--- src/rcmc_pkg.sv ---
// ----------------------------------------------------------------------------
// rcmc_pkg: shared types and constants of the RGB color matrix converter
// Widths, conversion mode codes and the fixed-point coefficient matrices.
// ----------------------------------------------------------------------------
package rcmc_pkg;

  localparam int CH_W           = 8;
  localparam int COEF_W         = 18;
  localparam int COMP_W         = 18;
  localparam int COEF_FRAC_BITS = 16;
  localparam int OUT_FRAC_BITS  = 6;
  localparam int RND_SHIFT      = COEF_FRAC_BITS - OUT_FRAC_BITS;
  localparam int PROD_W         = COEF_W + CH_W + 1;
  localparam int ACC_W          = PROD_W + 2;
  localparam int MODE_W         = 3;

  typedef enum logic [MODE_W-1:0] {
    MODE_PASS  = 3'd0,
    MODE_YUV   = 3'd1,
    MODE_LUMA  = 3'd2,
    MODE_YCBCR = 3'd3,
    MODE_OKLAB = 3'd4
  } mode_t;

  typedef logic signed [COEF_W-1:0] coef_t;
  typedef logic signed [COMP_W-1:0] comp_t;

  typedef struct packed {
    coef_t c_red;
    coef_t c_green;
    coef_t c_blue;
  } coef_row_t;

  typedef struct packed {
    coef_row_t row_first;
    coef_row_t row_second;
    coef_row_t row_third;
  } coef_mat_t;

  typedef struct packed {
    logic [CH_W-1:0] blue;
    logic [CH_W-1:0] green;
    logic [CH_W-1:0] red;
  } pixel_t;

  function automatic coef_row_t mk_row(input int a, input int b, input int c);
    coef_row_t r;
    r.c_red   = COEF_W'(a);
    r.c_green = COEF_W'(b);
    r.c_blue  = COEF_W'(c);
    return r;
  endfunction

  // Coefficients with 16 fractional bits, rounded to nearest. The okLab
  // matrix is the product of the RGB-to-LMS and LMS-to-Lab matrices.
  function automatic coef_mat_t mode_matrix(input logic [MODE_W-1:0] mode);
    coef_mat_t m;
    unique case (mode)
      MODE_PASS: begin
        m.row_first  = mk_row(65536, 0, 0);
        m.row_second = mk_row(0, 65536, 0);
        m.row_third  = mk_row(0, 0, 65536);
      end
      MODE_YUV: begin
        m.row_first  = mk_row(19595, 38470, 7471);
        m.row_second = mk_row(-9642, -18931, 28574);
        m.row_third  = mk_row(40305, -33750, -6554);
      end
      MODE_LUMA: begin
        m.row_first  = mk_row(19595, 38470, 7471);
        m.row_second = mk_row(0, 0, 0);
        m.row_third  = mk_row(0, 0, 0);
      end
      MODE_YCBCR: begin
        m.row_first  = mk_row(19595, 38470, 7471);
        m.row_second = mk_row(-11059, -21709, 32768);
        m.row_third  = mk_row(32768, -27439, -5329);
      end
      MODE_OKLAB: begin
        m.row_first  = mk_row(16680, 42726, 6128);
        m.row_second = mk_row(22317, -30503, 8187);
        m.row_third  = mk_row(6888, 20894, -27805);
      end
      default: begin
        m = '0;
      end
    endcase
    return m;
  endfunction

endpackage

--- src/rcmc_row.sv ---
// ----------------------------------------------------------------------------
// rcmc_row: one output component of the color matrix
// Three products, their sum, rounding to the output grid and saturation.
// ----------------------------------------------------------------------------
module rcmc_row
  import rcmc_pkg::*;
(
  input  coef_row_t coef,
  input  pixel_t    pix,
  output comp_t     comp
);

  localparam logic signed [ACC_W-1:0] HALF    = ACC_W'(1) <<< (RND_SHIFT - 1);
  localparam logic signed [ACC_W-1:0] HALF_LO = HALF - ACC_W'(1);
  localparam int Q_W = ACC_W - RND_SHIFT;
  localparam logic signed [Q_W-1:0] Q_MAX = Q_W'((1 <<< (COMP_W - 1)) - 1);
  localparam logic signed [Q_W-1:0] Q_MIN = -Q_W'(1 <<< (COMP_W - 1));

  logic signed [PROD_W-1:0] prod_r;
  logic signed [PROD_W-1:0] prod_g;
  logic signed [PROD_W-1:0] prod_b;
  logic signed [ACC_W-1:0]  acc;
  logic signed [ACC_W-1:0]  rnd;
  logic signed [Q_W-1:0]    quo;

  assign prod_r = PROD_W'(coef.c_red)   * PROD_W'($signed({1'b0, pix.red}));
  assign prod_g = PROD_W'(coef.c_green) * PROD_W'($signed({1'b0, pix.green}));
  assign prod_b = PROD_W'(coef.c_blue)  * PROD_W'($signed({1'b0, pix.blue}));

  assign acc = ACC_W'(prod_r) + ACC_W'(prod_g) + ACC_W'(prod_b);

  // Halves round away from zero: a negative sum gets one less of bias.
  assign rnd = acc + (acc[ACC_W-1] ? HALF_LO : HALF);
  assign quo = Q_W'(rnd >>> RND_SHIFT);

  always_comb begin
    if (quo > Q_MAX) begin
      comp = COMP_W'(Q_MAX);
    end else if (quo < Q_MIN) begin
      comp = COMP_W'(Q_MIN);
    end else begin
      comp = COMP_W'(quo);
    end
  end

endmodule

--- src/rgb_color_matrix_converter_core.sv ---
// ----------------------------------------------------------------------------
// rgb_color_matrix_converter_core: streaming RGB to YUV/YCbCr/okLab converter
// Two-stage pixel pipeline with a configuration-selected 3x3 matrix.
// ----------------------------------------------------------------------------
// The block takes one pixel per clock and returns one converted pixel per
// pixel, in order. Each pixel is captured in an input register, and three
// row units then multiply it by the active coefficient matrix, round the
// sums to units of 1/64 (halves away from zero) and saturate them into the
// result register. The input register moves on whenever the result
// register has room, so a new pixel is still accepted while a finished
// result waits on the output side as long as the input register is empty;
// with both registers full and the output stalled, the input stalls too.
// While the output does not stall, the sustained rate is one pixel per
// clock, set by the nine coefficient multipliers working in parallel. A
// write on the configuration channel picks the conversion mode (pass-through,
// BT.601 YUV, luma only, YCbCr without offset, okLab as one product of two
// linear matrices; other codes give all-zero results) and loads the
// matching matrix at once. The mode must only be changed while no pixel is
// in flight. After reset the block is in pass-through mode.
module rgb_color_matrix_converter_core
  import rcmc_pkg::*;
(
  input  logic        clk,
  input  logic        rst,
  // Configuration channel: conversion mode, 3 bits.
  input  logic        cfg_valid,
  output logic        cfg_ready,
  input  logic [2:0]  cfg_data,
  // Pixel input.
  input  logic        s_axis_tvalid,
  output logic        s_axis_tready,
  input  logic [23:0] s_axis_tdata,   // [7:0] red, [15:8] green, [23:16] blue
  // Converted pixel output.
  output logic        m_axis_tvalid,
  input  logic        m_axis_tready,
  output logic [55:0] m_axis_tdata    // [17:0] comp_first, [35:18] comp_second,
                                      // [53:36] comp_third, [55:54] zero
);

  coef_mat_t matrix;
  pixel_t    pix;
  logic      pix_valid;
  logic      res_ready;
  logic      pix_ready;
  comp_t     comp_first;
  comp_t     comp_second;
  comp_t     comp_third;
  comp_t     res_first;
  comp_t     res_second;
  comp_t     res_third;
  logic      res_valid;

  // The channel never stalls: a write simply reloads the matrix.
  assign cfg_ready = 1'b1;

  always_ff @(posedge clk) begin
    if (rst) begin
      matrix <= mode_matrix(MODE_PASS);
    end else if (cfg_valid && cfg_ready) begin
      matrix <= mode_matrix(cfg_data);
    end
  end

  // The result register can take a new value when it is empty or its value
  // is being taken this cycle; the input register likewise.
  assign res_ready     = !res_valid || m_axis_tready;
  assign pix_ready     = !pix_valid || res_ready;
  assign s_axis_tready = pix_ready;

  always_ff @(posedge clk) begin
    if (rst) begin
      pix_valid <= 1'b0;
    end else if (pix_ready) begin
      pix_valid <= s_axis_tvalid;
    end
  end

  always_ff @(posedge clk) begin
    if (s_axis_tvalid && pix_ready) begin
      pix <= pixel_t'(s_axis_tdata);
    end
  end

  rcmc_row u_row_first (
    .coef (matrix.row_first),
    .pix  (pix),
    .comp (comp_first)
  );

  rcmc_row u_row_second (
    .coef (matrix.row_second),
    .pix  (pix),
    .comp (comp_second)
  );

  rcmc_row u_row_third (
    .coef (matrix.row_third),
    .pix  (pix),
    .comp (comp_third)
  );

  always_ff @(posedge clk) begin
    if (rst) begin
      res_valid <= 1'b0;
    end else if (res_ready) begin
      res_valid <= pix_valid;
    end
  end

  always_ff @(posedge clk) begin
    if (pix_valid && res_ready) begin
      res_first  <= comp_first;
      res_second <= comp_second;
      res_third  <= comp_third;
    end
  end

  assign m_axis_tvalid = res_valid;
  assign m_axis_tdata  = {2'b00, res_third, res_second, res_first};

  // An accepted pixel is always held in the input register next cycle.
  a_accept_lands : assert property (@(posedge clk) disable iff (rst)
    (s_axis_tvalid && s_axis_tready) |=> pix_valid)
    else $error("accepted pixel did not reach the input register");

  // A pixel that cannot move on stays put, unchanged.
  a_pix_holds : assert property (@(posedge clk) disable iff (rst)
    (pix_valid && !res_ready) |=> (pix_valid && $stable(pix)))
    else $error("stalled pixel lost or changed");

  // A pixel that moves on becomes a visible result next cycle.
  a_pix_to_result : assert property (@(posedge clk) disable iff (rst)
    (pix_valid && res_ready) |=> m_axis_tvalid)
    else $error("computed pixel did not reach the result register");

  // The input side never stalls while the pipeline has an empty slot.
  a_no_false_stall : assert property (@(posedge clk) disable iff (rst)
    (!pix_valid || !res_valid) |-> s_axis_tready)
    else $error("input stalled with room in the pipeline");

endmodule

--- config.mk ---
export PLATFORM = sky130hd
export DESIGN_NAME = rgb_color_matrix_converter_core
export DESIGN_NICKNAME = d
export VERILOG_FILES = /design/src/rcmc_pkg.sv /design/src/rcmc_row.sv /design/src/rgb_color_matrix_converter_core.sv
export SDC_FILE = /design/constraint.sdc
export NUM_CORES = 2
export LEC_CHECK = 0
export BUFFER_PORTS_ARGS = -buffer_cell sky130_fd_sc_hd__clkbuf_2
export CORE_MARGIN = 5
export CORE_UTILIZATION = 67
export CTS_BUF_LIST = sky130_fd_sc_hd__clkbuf_4 sky130_fd_sc_hd__clkbuf_8
export CTS_CLUSTER_DIAMETER = 40
export DETAILED_ROUTE_END_ITERATION = 16
export PLACE_DENSITY = 0.92
export SETUP_SLACK_MARGIN = 0.1
export SLEW_MARGIN = 20
export SYNTH_ARGS = -nofsm -noshare
export SYNTH_HDL_FRONTEND = slang
export SYNTH_SLANG_ARGS = --single-unit
export TNS_END_PERCENT = 10
--- constraint.sdc ---
create_clock -name clk -period 11 [get_ports clk]
set_input_delay 0.55 -clock clk [delete_from_list [all_inputs] [get_ports clk]]
set_output_delay 0.55 -clock clk [all_outputs]
set_load 0.01 [all_outputs]
==> metrics.cfg <==
[status]
status = completed

[placement]
placedCellCount = 4680
place_congestion = 1.10
dpl.hpwl_um = 107000
place_area_um2 = 39500
port-buffer-count = 87

[floorplan]
boundaryPins = 91
die_width_um = 248
die_y_um = 248
die-area_um2 = 61500
rows = 87
initial_core_util = 0.674
fp.coreArea_um2 = 56300

[worst_setup_path]
end_kind = flop
crit_path_top_delay_cell = edfxtp_1
criticalPathCategory = flop to flop
critPathArrivalTime_ps = 10640
required_ps = 11190
start_kind = flop
critPathMaxFanout = 16
cpPeakStageDelay_ps = 1010
crit_top_cell = fa_1

[cells_and_area]
final_area_um2 = 39700
nets = 5348
drive_gt1_frac = 0.0485
area_delta_synth_final_pct = 4.58
instances_no_fill = 4699
layout_commonest_cell = inv_1
mostFrequentLayoutCells = inv_1, fa_1, ha_1

[grt]
track_usage = 0.398
overflow = 0
antenna_found_initial = 6
grt_pass1_vias = 29100
grt_max_degree = 37
grt_pass1_wl_um = 177000

[timing]
worstMarginPinSlew_ps = 1040
tns_ps = 0
max_freq_mhz = 95.7
fin_crit_ps = 10450
clock-skew-final_ps = 42.5
drv_slew = 0
period_share = 0.950
setup_viol = 0
grt_setup_unrepaired = no
slew_headroom = 0.298
finalHoldViolCount = 0

[routing]
wl_per_cell_um = 25.1
vias = 27000
drtPass1Iterations = 7
top_layer_used = met5
wl_met2_um = 52000
wl_um = 118000
wl_met1_um = 45500
drtIter0Drc = 2350
drc_errors = 0
drt-vias-per-instance = 5.74
postRouteAntennaNets = 0
wl_met3_um = 13900

[synth]
synth_seq_area_share = 0.0686
synth_top_cell_area_share = 0.473
async_reset_ff_frac = 0
avgSynthCellArea_um2 = 9.87
yosys.area.top_type = fa_1
yosysWarnings = 0
synth-seq-cells = 91
synth_cell_types = 77
synth.area.top_cells = fa_1, ha_1, inv_1
synth_area_um2 = 37900
synth_edf_count = 78
synthCells = 3845
synth_flop_cell = edfxtp_1

[clock_network]
postCtsHoldBufs = 0
cts_tree = built
root_buffer = clkbuf_8
path_clk_slew_ps = 140
clock_sinks = 91
htree_levels = 3
clk_path_buf_depth = 2
cts_buffers = 9
insertion_delay_ps = 490

[worst_hold_path]
hold_path.class = input pin to flop

[power_and_ir_drop]
ir_worst_vdd_uv = 405
p_per_area_nw_per_um2 = 172
leakagePower_nw = 22.2

[job]
drv_cap = 0

## final timing paths
kind | start | cells past startpoint | slack, ps | end
worst min register to register | matrix[100] | 2 | 500 | matrix[100]
worst min-delay path | s_axis_tdata[8] | 1 | 220 | pix[8]
worst max-delay path | pix[14] | 32 | 550 | res_third[0]
worst max register to register | pix[14] | 32 | 550 | res_third[0]
## flip-flops by register name, indices dropped and copies added, names as in the netlist
signal         flops
res_first         18
res_third         18
matrix            11
pix               24
m_axis_tvalid      1
res_second        18
pix_valid          1
## metrics by stage
stage | power, W | hold WS [ps] | worst slack, ps | utilization
6_report | 0.00682 | 220 | 550 | 0.705
5_1_grt | 0.00752 | 202 | 170 | 0.705
4_1_cts | 0.00676 | 202 | 655 | 0.705
3_5_place_dp | 0.00643 | 471 | 737 | 0.701
3_3_place_gp | 0.00624 | 468 | 880 | 0.701
2_1_floorplan | 0.00509 | 478 | 1800 | -
## logic make-up (layout without fill, tap and decap cells)
logic type               Yosys count  in the layout  synth area share
adder cells (fa/ha/maj)         1382           1382             0.633
buffers and inverters           1349           1442             0.135
AND/OR/NAND/NOR                  564            564            0.0750
AO/OA/AOI/OAI                    325            325            0.0569
XOR/XNOR                         119            119            0.0275
flip-flops                        91             91            0.0686
multiplexers                      13             13           0.00402
other                              2              7          0.000198
## power by group
group          leakage, nW  internal (W)  switching, W  total, W
clock                0.105      0.000110      0.000170  0.000280
combinational         21.3       0.00233       0.00349   0.00582
sequential           0.847      0.000662     0.0000558  0.000717
## Yosys cell counts, drive strengths merged (12+ instances only)
cell type	n
a211oi	12
nor2	75
inv	1285
a21o	36
xor2	32
nand2	203
and3	18
nand4	14
clkbuf	53
nor2b	15
dfxtp	13
ha	484
xnor2	87
nand2b	14
a21oi	102
o21ai	63
nand3	21
nor3	28
fa	897
a31oi	18
o21a	22
and2	128
edfxtp	78
## routing by layer
layer | up-vias | GRT usage
met1 | 13600 | 0.532
li1 | 11600 | -
met2 | 1462 | 0.610
met3 | 296 | 0.127
met4 | 8 | 0.164
met5 | - | 0
## repair_timing
action	in CTS	in global routing
setup endpoints to repair	0	1
buffers inserted	0	0
resized for setup	0	1
## layout make-up
| class | instances | area, um2 |
|---|---|---|
| diodes | 3 | 7.51 |
| multi-input cells | 2407 | 30300 |
| fillers | 4243 | 16600 |
| well taps | 756 | 946 |
| inverters | 1286 | 4830 |
| repair buffers | 140 | 833 |
| clock inverters | 6 | 71.3 |
| clock buffers | 10 | 131 |
| flip-flops and latches | 91 | 2600 |
## critical path: cells and delay by family (launching register included)
kind / cells / cell delay (ps)
fa+ha+maj: 9 / 3870
compound gates: 9 / 1550
flops: 1 / 1010
mux: 1 / 440
simple gates: 9 / 3010
buf+inv: 4 / 260
Note: power is estimated with default switching activity, not from simulation.
